### src/hw/rtl/dirty_rect_merge_queue_unit_assert.svh
// Assertion macros shared by the dirty rectangle merge queue RTL.
`ifndef DIRTY_RECT_MERGE_QUEUE_UNIT_ASSERT_SVH
`define DIRTY_RECT_MERGE_QUEUE_UNIT_ASSERT_SVH
`ifndef NO_ASSERTIONS
`define DRMQ_ASSERT(lbl, clk, rst_n, prop, msg) \
  lbl: assert property (@(posedge clk) disable iff (!rst_n) (prop)) else $error(msg);
`define DRMQ_ASSERT_NEXT(lbl, clk, rst_n, ante, cons, msg) \
  lbl: assert property (@(posedge clk) disable iff (!rst_n) (ante) |=> (cons)) else $error(msg);
`else
`define DRMQ_ASSERT(lbl, clk, rst_n, prop, msg)
`define DRMQ_ASSERT_NEXT(lbl, clk, rst_n, ante, cons, msg)
`endif
`endif

### src/hw/rtl/drmq_pkg.sv
// Types and constants of the dirty rectangle merge queue.
package drmq_pkg;

  localparam int QUEUE_DEPTH_DEF = 32;
  localparam int IN_DATA_W       = 104;
  localparam int OUT_DATA_W      = 120;

  typedef enum logic [1:0] {
    OP_ADD   = 2'd0,
    OP_DRAIN = 2'd1,
    OP_ASK   = 2'd2,
    OP_COUNT = 2'd3
  } opcode_t;

  typedef enum logic [1:0] {
    KIND_PIECE  = 2'd0,
    KIND_ADDED  = 2'd1,
    KIND_DRAINED = 2'd2,
    KIND_ANSWER = 2'd3
  } kind_t;

  typedef struct packed {
    logic        [15:0] window;
    logic signed [15:0] left;
    logic signed [15:0] top;
    logic signed [15:0] right;
    logic signed [15:0] bottom;
  } entry_t;

  localparam int ENTRY_W = $bits(entry_t);

endpackage

### src/hw/rtl/drmq_ram.sv
// Generic single-write, single-read RAM with registered read data.
module drmq_ram #(
  parameter int WIDTH = 8,
  parameter int DEPTH = 32
) (
  input  logic                     clk,
  input  logic                     we,
  input  logic [$clog2(DEPTH)-1:0] waddr,
  input  logic [WIDTH-1:0]         wdata,
  input  logic [$clog2(DEPTH)-1:0] raddr,
  output logic [WIDTH-1:0]         rdata
);

  logic [WIDTH-1:0] mem [DEPTH];

  always_ff @(posedge clk) begin
    if (we) begin
      mem[waddr] <= wdata;
    end
    rdata <= mem[raddr];
  end

endmodule

### src/hw/rtl/dirty_rect_merge_queue_unit.sv
// Dirty rectangle merge queue: a ring of redraw rectangles with merge, drain and queries.
//
// The input stream carries one command per transfer: tuser is the opcode (add,
// drain, ask, count) and tdata holds window, rectangle corners and pixel budget.
// The output stream returns results; tuser is the result kind and tlast marks
// the final result of a command. Add and the queries return one result; a drain
// returns one draw piece per row group taken plus a closing status result.
// The block works on one command at a time and holds in_tready low until the
// last result of the command has been transferred.
// Add and ask read the queue entries one at a time through the entry RAM, each
// entry through a read state and a check state. Each draw piece passes the
// 24-step restoring divider that cuts the budget by the entry width and then a
// multiply state before it is posted.
// A stalled receiver holds the result register; no work proceeds meanwhile.
// Reset empties the queue at once; entry storage needs no clearing.
module dirty_rect_merge_queue_unit
  import drmq_pkg::*;
#(
  parameter int QUEUE_DEPTH = QUEUE_DEPTH_DEF
) (
  input  logic                  clk,
  input  logic                  rst_n,
  input  logic                  in_tvalid,
  output logic                  in_tready,
  // window_id, left, top, right, bottom, pixel_budget
  input  logic [IN_DATA_W-1:0]  in_tdata,
  // opcode
  input  logic [1:0]            in_tuser,
  output logic                  out_tvalid,
  input  logic                  out_tready,
  // piece_window, piece_x, piece_y, piece_width, piece_rows, pixels_done,
  // win_queued, queued_count, dropped, merged, zero fill
  output logic [OUT_DATA_W-1:0] out_tdata,
  // kind
  output logic [1:0]            out_tuser,
  output logic                  out_tlast
);

`include "dirty_rect_merge_queue_unit_assert.svh"

  localparam int AW = $clog2(QUEUE_DEPTH);
  localparam int CW = $clog2(QUEUE_DEPTH + 1);
  localparam logic [AW-1:0] LAST_SLOT = AW'(QUEUE_DEPTH - 1);
  localparam logic [CW-1:0] FULL_CNT  = CW'(QUEUE_DEPTH);

  typedef enum logic [10:0] {
    S_IDLE   = 11'b00000000001,
    S_RD     = 11'b00000000010,
    S_CHK    = 11'b00000000100,
    S_APPEND = 11'b00000001000,
    S_DRN    = 11'b00000010000,
    S_DRN_RD = 11'b00000100000,
    S_DRN_LD = 11'b00001000000,
    S_DIV    = 11'b00010000000,
    S_MUL    = 11'b00100000000,
    S_UPD    = 11'b01000000000,
    S_WAIT   = 11'b10000000000
  } state_t;

  function automatic logic [AW-1:0] next_slot(input logic [AW-1:0] i);
    next_slot = (i == LAST_SLOT) ? '0 : i + 1'b1;
  endfunction

  state_t state_r, state_nxt;
  logic [AW-1:0] oldest_r, oldest_nxt, append_r, append_nxt, addr_r, addr_nxt;
  logic [CW-1:0] count_r, count_nxt, left_r, left_nxt;
  opcode_t op_r, op_nxt;
  entry_t cmd_r, cmd_nxt, ent_r, ent_nxt;
  logic [23:0] budget_r, budget_nxt, done_r, done_nxt, dvd_r, dvd_nxt, pix_r, pix_nxt;
  logic [16:0] w_r, w_nxt, h_r, h_nxt, cut_r, cut_nxt, rem_r, rem_nxt;
  logic [4:0] step_r, step_nxt;

  logic out_valid_r, out_valid_nxt, o_last_r, o_last_nxt;
  kind_t o_kind_r, o_kind_nxt;
  logic [15:0] o_win_r, o_win_nxt, o_x_r, o_x_nxt, o_y_r, o_y_nxt;
  logic [16:0] o_w_r, o_w_nxt, o_rows_r, o_rows_nxt;
  logic [23:0] o_done_r, o_done_nxt;
  logic o_q_r, o_q_nxt, o_drop_r, o_drop_nxt, o_merge_r, o_merge_nxt;
  logic [5:0] o_cnt_r, o_cnt_nxt;

  logic we;
  logic [AW-1:0] waddr;
  entry_t wdata, rdata;
  logic [ENTRY_W-1:0] rdata_raw;

  entry_t in_ent;
  logic signed [17:0] w_calc, h_calc;
  logic [17:0] trial;
  logic [23:0] q_fin;
  logic [33:0] prod;

  assign in_ent.window = in_tdata[15:0];
  assign in_ent.left   = in_tdata[31:16];
  assign in_ent.top    = in_tdata[47:32];
  assign in_ent.right  = in_tdata[63:48];
  assign in_ent.bottom = in_tdata[79:64];

  drmq_ram #(.WIDTH(ENTRY_W), .DEPTH(QUEUE_DEPTH)) u_ram (
    .clk   (clk),
    .we    (we),
    .waddr (waddr),
    .wdata (wdata),
    .raddr (addr_r),
    .rdata (rdata_raw)
  );
  assign rdata = entry_t'(rdata_raw);

  always_comb begin
    state_nxt = state_r;
    oldest_nxt = oldest_r; append_nxt = append_r; addr_nxt = addr_r;
    count_nxt = count_r; left_nxt = left_r; op_nxt = op_r;
    cmd_nxt = cmd_r; ent_nxt = ent_r; budget_nxt = budget_r; done_nxt = done_r;
    dvd_nxt = dvd_r; pix_nxt = pix_r; w_nxt = w_r; h_nxt = h_r; cut_nxt = cut_r;
    rem_nxt = rem_r; step_nxt = step_r;
    out_valid_nxt = out_valid_r; o_last_nxt = o_last_r; o_kind_nxt = o_kind_r;
    o_win_nxt = o_win_r; o_x_nxt = o_x_r; o_y_nxt = o_y_r; o_w_nxt = o_w_r;
    o_rows_nxt = o_rows_r; o_done_nxt = o_done_r; o_q_nxt = o_q_r;
    o_cnt_nxt = o_cnt_r; o_drop_nxt = o_drop_r; o_merge_nxt = o_merge_r;
    we = 1'b0; waddr = addr_r; wdata = cmd_r;
    w_calc = 18'(signed'({rdata.right[15], rdata.right})) -
             18'(signed'({rdata.left[15], rdata.left})) + 18'sd1;
    h_calc = 18'(signed'({rdata.bottom[15], rdata.bottom})) -
             18'(signed'({rdata.top[15], rdata.top})) + 18'sd1;
    trial = {rem_r, dvd_r[23]};
    q_fin = dvd_r;
    prod = w_r * cut_r;

    // Every posted result has all fields set; unused ones are zero.
    case (state_r)
      S_IDLE: begin
        if (in_tvalid) begin
          op_nxt = opcode_t'(in_tuser);
          cmd_nxt = in_ent;
          budget_nxt = in_tdata[103:80];
          done_nxt = '0;
          o_win_nxt = '0; o_x_nxt = '0; o_y_nxt = '0; o_w_nxt = '0; o_rows_nxt = '0;
          o_done_nxt = '0; o_q_nxt = 1'b0; o_drop_nxt = 1'b0; o_merge_nxt = 1'b0;
          o_cnt_nxt = 6'(count_r);
          o_last_nxt = 1'b1;
          case (opcode_t'(in_tuser))
            OP_ADD: begin
              if (in_ent.left > in_ent.right || in_ent.top > in_ent.bottom) begin
                o_kind_nxt = KIND_ADDED; out_valid_nxt = 1'b1; state_nxt = S_WAIT;
              end else if (count_r > CW'(1)) begin
                addr_nxt = next_slot(oldest_r); left_nxt = count_r - 1'b1;
                state_nxt = S_RD;
              end else begin
                state_nxt = S_APPEND;
              end
            end
            OP_DRAIN: state_nxt = S_DRN;
            OP_ASK: begin
              if (count_r != '0) begin
                addr_nxt = oldest_r; left_nxt = count_r; state_nxt = S_RD;
              end else begin
                o_kind_nxt = KIND_ANSWER; out_valid_nxt = 1'b1; state_nxt = S_WAIT;
              end
            end
            default: begin
              o_kind_nxt = KIND_ANSWER; out_valid_nxt = 1'b1; state_nxt = S_WAIT;
            end
          endcase
        end
      end
      S_RD: state_nxt = S_CHK;
      S_CHK: begin
        if (rdata.window == cmd_r.window) begin
          if (op_r == OP_ADD) begin
            we = 1'b1;
            wdata.window = rdata.window;
            wdata.left   = (cmd_r.left < rdata.left) ? cmd_r.left : rdata.left;
            wdata.top    = (cmd_r.top < rdata.top) ? cmd_r.top : rdata.top;
            wdata.right  = (cmd_r.right > rdata.right) ? cmd_r.right : rdata.right;
            wdata.bottom = (cmd_r.bottom > rdata.bottom) ? cmd_r.bottom : rdata.bottom;
            o_kind_nxt = KIND_ADDED; o_merge_nxt = 1'b1;
          end else begin
            o_kind_nxt = KIND_ANSWER; o_q_nxt = 1'b1;
          end
          out_valid_nxt = 1'b1; state_nxt = S_WAIT;
        end else if (left_r == CW'(1)) begin
          if (op_r == OP_ADD) begin
            state_nxt = S_APPEND;
          end else begin
            o_kind_nxt = KIND_ANSWER; out_valid_nxt = 1'b1; state_nxt = S_WAIT;
          end
        end else begin
          left_nxt = left_r - 1'b1; addr_nxt = next_slot(addr_r); state_nxt = S_RD;
        end
      end
      S_APPEND: begin
        o_kind_nxt = KIND_ADDED;
        if (count_r >= FULL_CNT) begin
          o_drop_nxt = 1'b1;
        end else begin
          we = 1'b1; waddr = append_r; wdata = cmd_r;
          append_nxt = next_slot(append_r);
          count_nxt = count_r + 1'b1;
          o_cnt_nxt = 6'(count_r + 1'b1);
        end
        out_valid_nxt = 1'b1; state_nxt = S_WAIT;
      end
      S_DRN: begin
        if (count_r == '0 || budget_r == '0) begin
          o_kind_nxt = KIND_DRAINED; o_done_nxt = done_r; o_cnt_nxt = 6'(count_r);
          o_win_nxt = '0; o_x_nxt = '0; o_y_nxt = '0; o_w_nxt = '0; o_rows_nxt = '0;
          o_last_nxt = 1'b1; out_valid_nxt = 1'b1; state_nxt = S_WAIT;
        end else begin
          addr_nxt = oldest_r; state_nxt = S_DRN_RD;
        end
      end
      S_DRN_RD: state_nxt = S_DRN_LD;
      S_DRN_LD: begin
        ent_nxt = rdata;
        w_nxt = w_calc[16:0];
        h_nxt = h_calc[16:0];
        rem_nxt = '0; dvd_nxt = budget_r; step_nxt = '0;
        state_nxt = S_DIV;
      end
      S_DIV: begin
        if (trial >= {1'b0, w_r}) begin
          rem_nxt = 17'(trial - {1'b0, w_r}); dvd_nxt = {dvd_r[22:0], 1'b1};
        end else begin
          rem_nxt = trial[16:0]; dvd_nxt = {dvd_r[22:0], 1'b0};
        end
        q_fin = dvd_nxt;
        step_nxt = step_r + 1'b1;
        if (step_r == 5'd23) begin
          if (q_fin == '0) begin
            o_kind_nxt = KIND_DRAINED; o_done_nxt = done_r; o_cnt_nxt = 6'(count_r);
            o_win_nxt = '0; o_x_nxt = '0; o_y_nxt = '0; o_w_nxt = '0; o_rows_nxt = '0;
            o_last_nxt = 1'b1; out_valid_nxt = 1'b1; state_nxt = S_WAIT;
          end else begin
            cut_nxt = (q_fin > {7'd0, h_r}) ? h_r : q_fin[16:0];
            state_nxt = S_MUL;
          end
        end
      end
      S_MUL: begin
        pix_nxt = prod[23:0];
        o_kind_nxt = KIND_PIECE; o_win_nxt = ent_r.window;
        o_x_nxt = ent_r.left; o_y_nxt = ent_r.top; o_w_nxt = w_r; o_rows_nxt = cut_r;
        o_done_nxt = '0; o_cnt_nxt = '0; o_q_nxt = 1'b0; o_drop_nxt = 1'b0;
        o_merge_nxt = 1'b0; o_last_nxt = 1'b0;
        out_valid_nxt = 1'b1; state_nxt = S_WAIT;
      end
      S_UPD: begin
        budget_nxt = budget_r - pix_r;
        done_nxt = done_r + pix_r;
        if (cut_r == h_r) begin
          oldest_nxt = next_slot(oldest_r); count_nxt = count_r - 1'b1;
        end else begin
          we = 1'b1; waddr = oldest_r; wdata = ent_r;
          wdata.top = ent_r.top + signed'(cut_r[15:0]);
        end
        state_nxt = S_DRN;
      end
      S_WAIT: begin
        if (out_tready) begin
          out_valid_nxt = 1'b0;
          state_nxt = o_last_r ? S_IDLE : S_UPD;
        end
      end
      default: state_nxt = S_IDLE;
    endcase
  end

  always_ff @(posedge clk) begin
    if (!rst_n) begin
      state_r <= S_IDLE;
      oldest_r <= '0;
      append_r <= '0;
      count_r <= '0;
      out_valid_r <= 1'b0;
    end else begin
      state_r <= state_nxt;
      oldest_r <= oldest_nxt;
      append_r <= append_nxt;
      count_r <= count_nxt;
      out_valid_r <= out_valid_nxt;
    end
  end

  always_ff @(posedge clk) begin
    addr_r <= addr_nxt; left_r <= left_nxt; op_r <= op_nxt; cmd_r <= cmd_nxt;
    ent_r <= ent_nxt; budget_r <= budget_nxt; done_r <= done_nxt; dvd_r <= dvd_nxt;
    pix_r <= pix_nxt; w_r <= w_nxt; h_r <= h_nxt; cut_r <= cut_nxt; rem_r <= rem_nxt;
    step_r <= step_nxt; o_last_r <= o_last_nxt; o_kind_r <= o_kind_nxt;
    o_win_r <= o_win_nxt; o_x_r <= o_x_nxt; o_y_r <= o_y_nxt; o_w_r <= o_w_nxt;
    o_rows_r <= o_rows_nxt; o_done_r <= o_done_nxt; o_q_r <= o_q_nxt;
    o_cnt_r <= o_cnt_nxt; o_drop_r <= o_drop_nxt; o_merge_r <= o_merge_nxt;
  end

  assign in_tready  = (state_r == S_IDLE);
  assign out_tvalid = out_valid_r;
  assign out_tuser  = o_kind_r;
  assign out_tlast  = o_last_r;
  assign out_tdata  = {5'd0, o_merge_r, o_drop_r, o_cnt_r, o_q_r, o_done_r,
                       o_rows_r, o_w_r, o_y_r, o_x_r, o_win_r};

  `DRMQ_ASSERT(a_count_bound, clk, rst_n, count_r <= FULL_CNT, "queue count above depth")
  `DRMQ_ASSERT(a_idle_no_result, clk, rst_n, !(in_tready && out_valid_r),
               "ready for input while a result is pending")
  `DRMQ_ASSERT_NEXT(a_accept_busy, clk, rst_n, in_tvalid && in_tready, !in_tready,
                    "block ready again right after accepting a command")
  `DRMQ_ASSERT_NEXT(a_piece_not_last, clk, rst_n, state_r == S_MUL,
                    out_valid_r && !o_last_r, "draw piece not posted as non-final result")

endmodule
### config.mk
export PLATFORM = sky130hd
export DESIGN_NAME = dirty_rect_merge_queue_unit
export DESIGN_NICKNAME = d
export VERILOG_FILES = /design/src/hw/rtl/drmq_pkg.sv /design/src/hw/rtl/drmq_ram.sv /design/src/hw/rtl/dirty_rect_merge_queue_unit.sv
export VERILOG_INCLUDE_DIRS = /design/src /design/src/hw/rtl
export SDC_FILE = /design/constraint.sdc
export NUM_CORES = 2
export LEC_CHECK = 0
export BUFFER_PORTS_ARGS = -buffer_cell sky130_fd_sc_hd__buf_2
export CORE_MARGIN = 10
export CORE_UTILIZATION = 40
export DETAILED_ROUTE_END_ITERATION = 6
export GPL_TIMING_DRIVEN = 0
export HOLD_SLACK_MARGIN = 0.03
export PLACE_DENSITY = 0.58
export SLEW_MARGIN = 15
export SYNTH_ARGS = -nofsm -noshare
export SYNTH_HDL_FRONTEND = slang
export SYNTH_SLANG_ARGS = --single-unit
### constraint.sdc
create_clock -name clk -period 16.2 [get_ports clk]
set_input_delay 4.05 -clock clk [delete_from_list [all_inputs] [get_ports clk]]
set_output_delay 4.05 -clock clk [all_outputs]
set_load 0.02 [all_outputs]
== After elaboration in Yosys (flattened, before gate mapping) ==
Memories as Yosys holds them, arrays and structs flattened. A register that Yosys moved wholly into a read port is not among the register bits.
Cells that the tools add are included.

* Bits in registers: 488
* Bits in writable memories: 2560
* Input port bits: 110
* Output and inout port bits: 125
* Logic and storage cells: 269
* Memories: 1

* $add $sub $neg: 15
* Multiply operators: 1
* Magnitude comparators: 10
* Equality and inequality tests: 43
* Mux-type cells: 122
* Bitwise logic cells: 2
* Reduce and logical (&&, ||, !) cells: 36

{| class="wikitable"
|+ Memories
! memory !! words !! bits a word !! read ports !! clocked after Yosys merged registers in !! write ports !! line !! RTL
|-
| u_ram.mem || 32 || 80 || 1 || 1 || 1 || drmq_ram.sv:14 || <nowiki>logic [WIDTH-1:0] mem [DEPTH];</nowiki>
|}

{| class="wikitable"
|+ Operators with widths
! operator !! number
|-
| $mux W80 || 3
|-
| $pmux W16 S4 || 3
|-
| $pmux W80 S2 || 1
|-
| $mux W24 || 6
|-
| $pmux W24 S2 || 3
|-
| $pmux W17 S4 || 2
|-
| $mux W16 || 8
|-
| $mux W11 || 10
|-
| $pmux W11 S10 || 1
|-
| $mux W17 || 6
|-
| $pmux W24 S4 || 1
|-
| $mux W6 || 12
|-
| $gt A16 B16 Y1 || 4
|-
| $mux W5 || 12
|-
| $logic_not A24 Y1 || 2
|-
| $pmux W6 S2 || 3
|-
| $add A17 B2 Y17 const B || 2
|-
| $pmux W17 S2 || 1
|-
| $sub A16 B16 Y17 || 2
|-
| $pmux W11 S3 || 1
|-
| $lt A16 B16 Y1 || 2
|-
| $ne A2 B2 Y1 const B || 15
|-
| $pmux W5 S2 || 3
|-
| $pmux W6 S5 || 1
|-
| 60 further kinds || 125
|}

== Depth between registers and ports, before layout ==
* Depth after elaboration: 7
* Gate-level depth with buffers: 25
* Depth with buffers taken out: 23

== Cells and area by module ==
Synthesis repeated with hierarchy kept, for this count alone.

* Cell total of the unflattened synthesis: 8185
* Area, all modules: 134771.8 µm²

{| class="wikitable"
|+ Modules (own cells, without submodules)
! module !! times used !! cells each !! area an instance (µm²) !! sequential area each (µm²)
|-
| drmq_ram || 1 || 4669 || 98986.2 || 78475.3
|-
| dirty_rect_merge_queue_unit || 1 || 3516 || 35785.6 || 14373.8
|}

== Worst setup path after synthesis ==
Ideal clock, no wire load.

* Kind: input -> register
* Start point: in in_tvalid
* End point: reg o_done_r[0] (enable)
* Library setup time: 0.574 ns
* Data arrival time: 8.935 ns
* Data required time: 15.626 ns
* Setup slack: 6.691 ns
* Stages on the path: 4
* Path buffers: 0
* Path through: nand2b_1 nand2_1 or2_2 nor2_1

* Word-level cells in the longest chain between the ends: 2

{| class="wikitable"
|+ Ends and longest elaborated chain
! element !! line !! RTL
|-
| start, declared || dirty_rect_merge_queue_unit.sv:23 || <nowiki>input logic in_tvalid,</nowiki>
|-
| $ne A2 B2 Y1 (no line) || -- ||
|-
| $reduce_and A5 Y1 (no line) || -- ||
|-
| end signal, assigned || dirty_rect_merge_queue_unit.sv:289 || <nowiki>o_rows_r <= o_rows_nxt; o_done_r <= o_done_nxt; o_q_r <= o_q_nxt;</nowiki>
|-
| end, declared || dirty_rect_merge_queue_unit.sv:77 || <nowiki>logic [23:0] o_done_r, o_done_nxt;</nowiki>
|}

No other way between the ends.
A chain may end at the register's enable or synchronous reset.

== Final worst setup path ==
* Start point: in in_tdata[49]
* End point: reg addr_r[4] (enable)

* Word-level cells in the longest chain between the ends: 4

{| class="wikitable"
|+ Ends and longest elaborated chain
! element !! line !! RTL
|-
| start, declared || dirty_rect_merge_queue_unit.sv:26 || <nowiki>input logic [IN_DATA_W-1:0] in_tdata,</nowiki>
|-
| $gt A16 B16 Y1 || dirty_rect_merge_queue_unit.sv:142 || <nowiki>if (in_ent.left > in_ent.right || in_ent.top > in_ent.bottom) begin</nowiki>
|-
| $logic_or A1 B1 Y1 || dirty_rect_merge_queue_unit.sv:142 ||
|-
| $ne A3 B3 Y1 (no line) || -- ||
|-
| $reduce_and A9 Y1 (no line) || -- ||
|-
| end signal, assigned || dirty_rect_merge_queue_unit.sv:284 || <nowiki>addr_r <= addr_nxt; left_r <= left_nxt; op_r <= op_nxt; cmd_r <= cmd_nxt;</nowiki>
|-
| end, declared || dirty_rect_merge_queue_unit.sv:65 || <nowiki>logic [AW-1:0] oldest_r, oldest_nxt, append_r, append_nxt, addr_r, addr_nxt;</nowiki>
|}

No other way between the ends.

==> impl_metrics.toml <==
[power_and_ir_drop]
seqPwrFrac_pct = 39.9
switchingPower_mw = 8.70
p_clk_share_pct = 28.4
sw_frac_of_total_pct = 33.6
p_comb_share_pct = 31.7
p_leak_nw = 53.9
p_int_mw = 17.2
total_power_mw = 25.9
irDropWorstVdd_mv = 0.0910
power.density_nw_per_um2 = 165

[route]
finalWirelength_mm = 429
drt_iter0_drc = 9755
dr.pass1.iters = 7
drtAntennaViolNets = 0
routed_via_density = 5.87
via_count = 75900
drc = 0
avgRoutedWirePerCell_um = 33.2

[worst_setup_path]
worstPathRequired_ps = 16740
critical_path_arrival_ps = 8160
critPathLaunchType = "input port"
cpPeakStageDelay_ps = 1180
r2r-start = "cut_r[4]"
crit_type = "input port to register"
crit_path_end_kind = "register"
cp_cell_sequence = "buf_2, inv_1, ha_1, a21oi_1, o21ai_0, a211oi_1, o22ai_1, nor4_1, o21ai_0, a21oi_1"
r2r_cells = 22
path_max_fanout = 5
regToRegSetupSlack_ps = 8880
r2r-end = "pix_r[21]"
slowest_stage = "a211oi_1"
startpoint = "in_tdata[49]"

[global_routing]
grt-ovfl-total = 0
grtUsageTotal_pct = 23.3
antenna_found_initial = 34
grt_max_degree = 62
grt_pass1_vias = 75300
grt_pass1_wl_mm = 593

[finish]
mostFrequentLayoutCells = "edfxtp_1, mux4_2, inv_1"
multi_input_area_um2 = 38900
area_growth_pct = 17.0
drive_above_1_share_pct = 23.1
layout.nets = 8905
regArea_um2 = 92800
post-route-util_pct = 47.0
layout_commonest_cell = "edfxtp_1"
nFillCells = 27800

[hold_path]
hold_end = "ent_r[53]"
hold_start = "u_ram.rdata[53]"
hp-class = "register to register"
hold_depth = 0

[floorplanning]
ios = 235
die_x_um = 599
dieArea_um2 = 359000
start_util_pct = 40.2
std_cell_rows = 212
fp.dieH_um = 599
coreArea_um2 = 334000

[place]
port_buffers = 229
hpwl_mm = 306
routabilityCongestion = 0.911

[yosys]
synthSimpleGateAreaFrac_pct = 4.21
synth-edff-count = 3020
yosys_warnings = 0
netlist.area_leader.share_pct = 67.5
synth_seq_cells = 3128
synth_xor_area_share_pct = 1.15
synthCells = 7481
synth_compound_area_share_pct = 3.78
yosys-mux-area-fraction_pct = 13.4
synth-main-ff-cell = "edfxtp_1"
yosysTopAreaCell = "edfxtp_1"
yosys.cell_types.count = 85
synthArstFlopShare_pct = 0
synthTopCellsByArea = "edfxtp_1, mux4_2, ha_1"
syn_area_um2 = 134000
syn_avg_cell_area_um2 = 17.9
synthAdderAreaFrac_pct = 5.87
ys_seq_area_share_pct = 69.1
synth_top_family_by_area = "multiplexers"

[sta]
max_freq_mhz = 131
setup_viol = 0
maxSlewViolCount = 0
timing.hold.ws_ps = 436
hold_viol_final = 0
finalCriticalPeriod_ps = 7620
worstMarginPinSlew_ps = 1330
period_share_pct = 47.0
slew_headroom_pct = 11.3
rsz0062_at_grt = "false"
skew_ps = 46.3
tns_ps = 0

[cts]
path_clk_slew_ps = 60
cts_resized = 0
insertion_delay_ps = 930
h-tree-depth = 5
post-cts-setup-buffers = 0
holdBufCountCts = 0
clk_path_buf_depth = 4
numCtsBuffers = 326
tritoncts = "done"
clock-sinks = 3128
cts-root-buf = "clkbuf_16"

[outcome]
status = "completed"

[run]
maxCapViolCount = 0
[final cells by class]
type	count	share of cell area (%)
multi-input cells	3528	24.8
clock buffers	416	5.58
well taps	4387	3.49
flip-flops and latches	3128	59.1
repair buffers	464	3.92
plain buffers	339	0.939
inverters	490	1.17
diodes	14	0.0223
clock inverters	170	0.989
[per-layer routing]
metal / track usage, % / wire [um]
met3: 3.87 / 35600
met2: 36.8 / 199000
met4: 12.8 / 28600
met1: 31.0 / 166000
met5: 0 / 89
[logic make-up (layout without fill, tap and decap cells)]
kind of cell	Yosys count	count (layout)
AO/OA/AOI/OAI	755	755
flip-flops	3128	3128
XOR/XNOR	176	176
buffers and inverters	829	1879
multiplexers	922	922
other	1	19
AND/OR/NAND/NOR	1152	1152
adder cells (fa/ha/maj)	518	518
[Yosys cell counts (all sizes together), types with 11 or more instances]
cell and count:
a211oi 33, a21o 48, a21oi 137, a221o 32, a221oi 27, a22oi 39, a31oi 16, and2 216
and3 17, buf 117, clkbuf 222, dfxtp 108, edfxtp 3020, fa 187, ha 331, inv 490
mux2 86, mux2i 141, mux4 695, nand2 334, nand2b 30, nand3 66, nand4 26, nor2 276
nor2b 39, nor3 55, nor3b 12, nor4 27, o211ai 13, o21a 38, o21ai 195, o21bai 12
o221ai 47, o22ai 49, o31ai 20, or2 15, or3 11, xnor2 111, xor2 65
[critical path, delay by kind of cell]
kind                       cells  cell delay [ps]
adders and majority gates      1              300
AOI/OAI and AO/OA              6             3050
and+or+nand+nor                1              360
buffers and inverters          2              380
[stage by stage]
stage	setup slack, ps	instances	area (um^2)
3_5_place_dp	7980	12300	147000
4_1_cts	8920	12900	157000
3_3_place_gp	679	12100	141000
2_1_floorplan	6690	7485	134000
6_report	8580	12900	157000
5_1_grt	8650	12900	157000
[worst max-delay path by stage]
stage / endpoint / slack, ps / cells past startpoint
final: addr_r[4] / 8580 / 10
after global routing: pix_r[20] / 8650 / 20
after CTS: addr_r[4] / 8920 / 10
after detailed placement: addr_r[3] / 7980 / 10
after global placement: u_ram.mem[15][47] / 680 / 8
after floorplan: o_done_r[0] / 6690 / 4
[state kept, by name, indices dropped and copies added (netlist names), 24 cells and up]
name and count:
budget_r 24, cmd_r 80, u_ram.rdata 80, done_r 24, o_done_r 24, ent_r 80, dvd_r 24, pix_r 24
u_ram.mem 2560
[power by group through the flow]
stage	clock [mW]	sequential, mW	combinational (mW)
floorplan	0	10.5	4.57
global placement	0	10.6	7.73
detailed placement	0	10.5	8.11
CTS	7.46	10.3	8.16
global route	7.78	10.3	8.59
finish	7.37	10.3	8.20
Note: power is estimated with default switching activity, not from simulation.
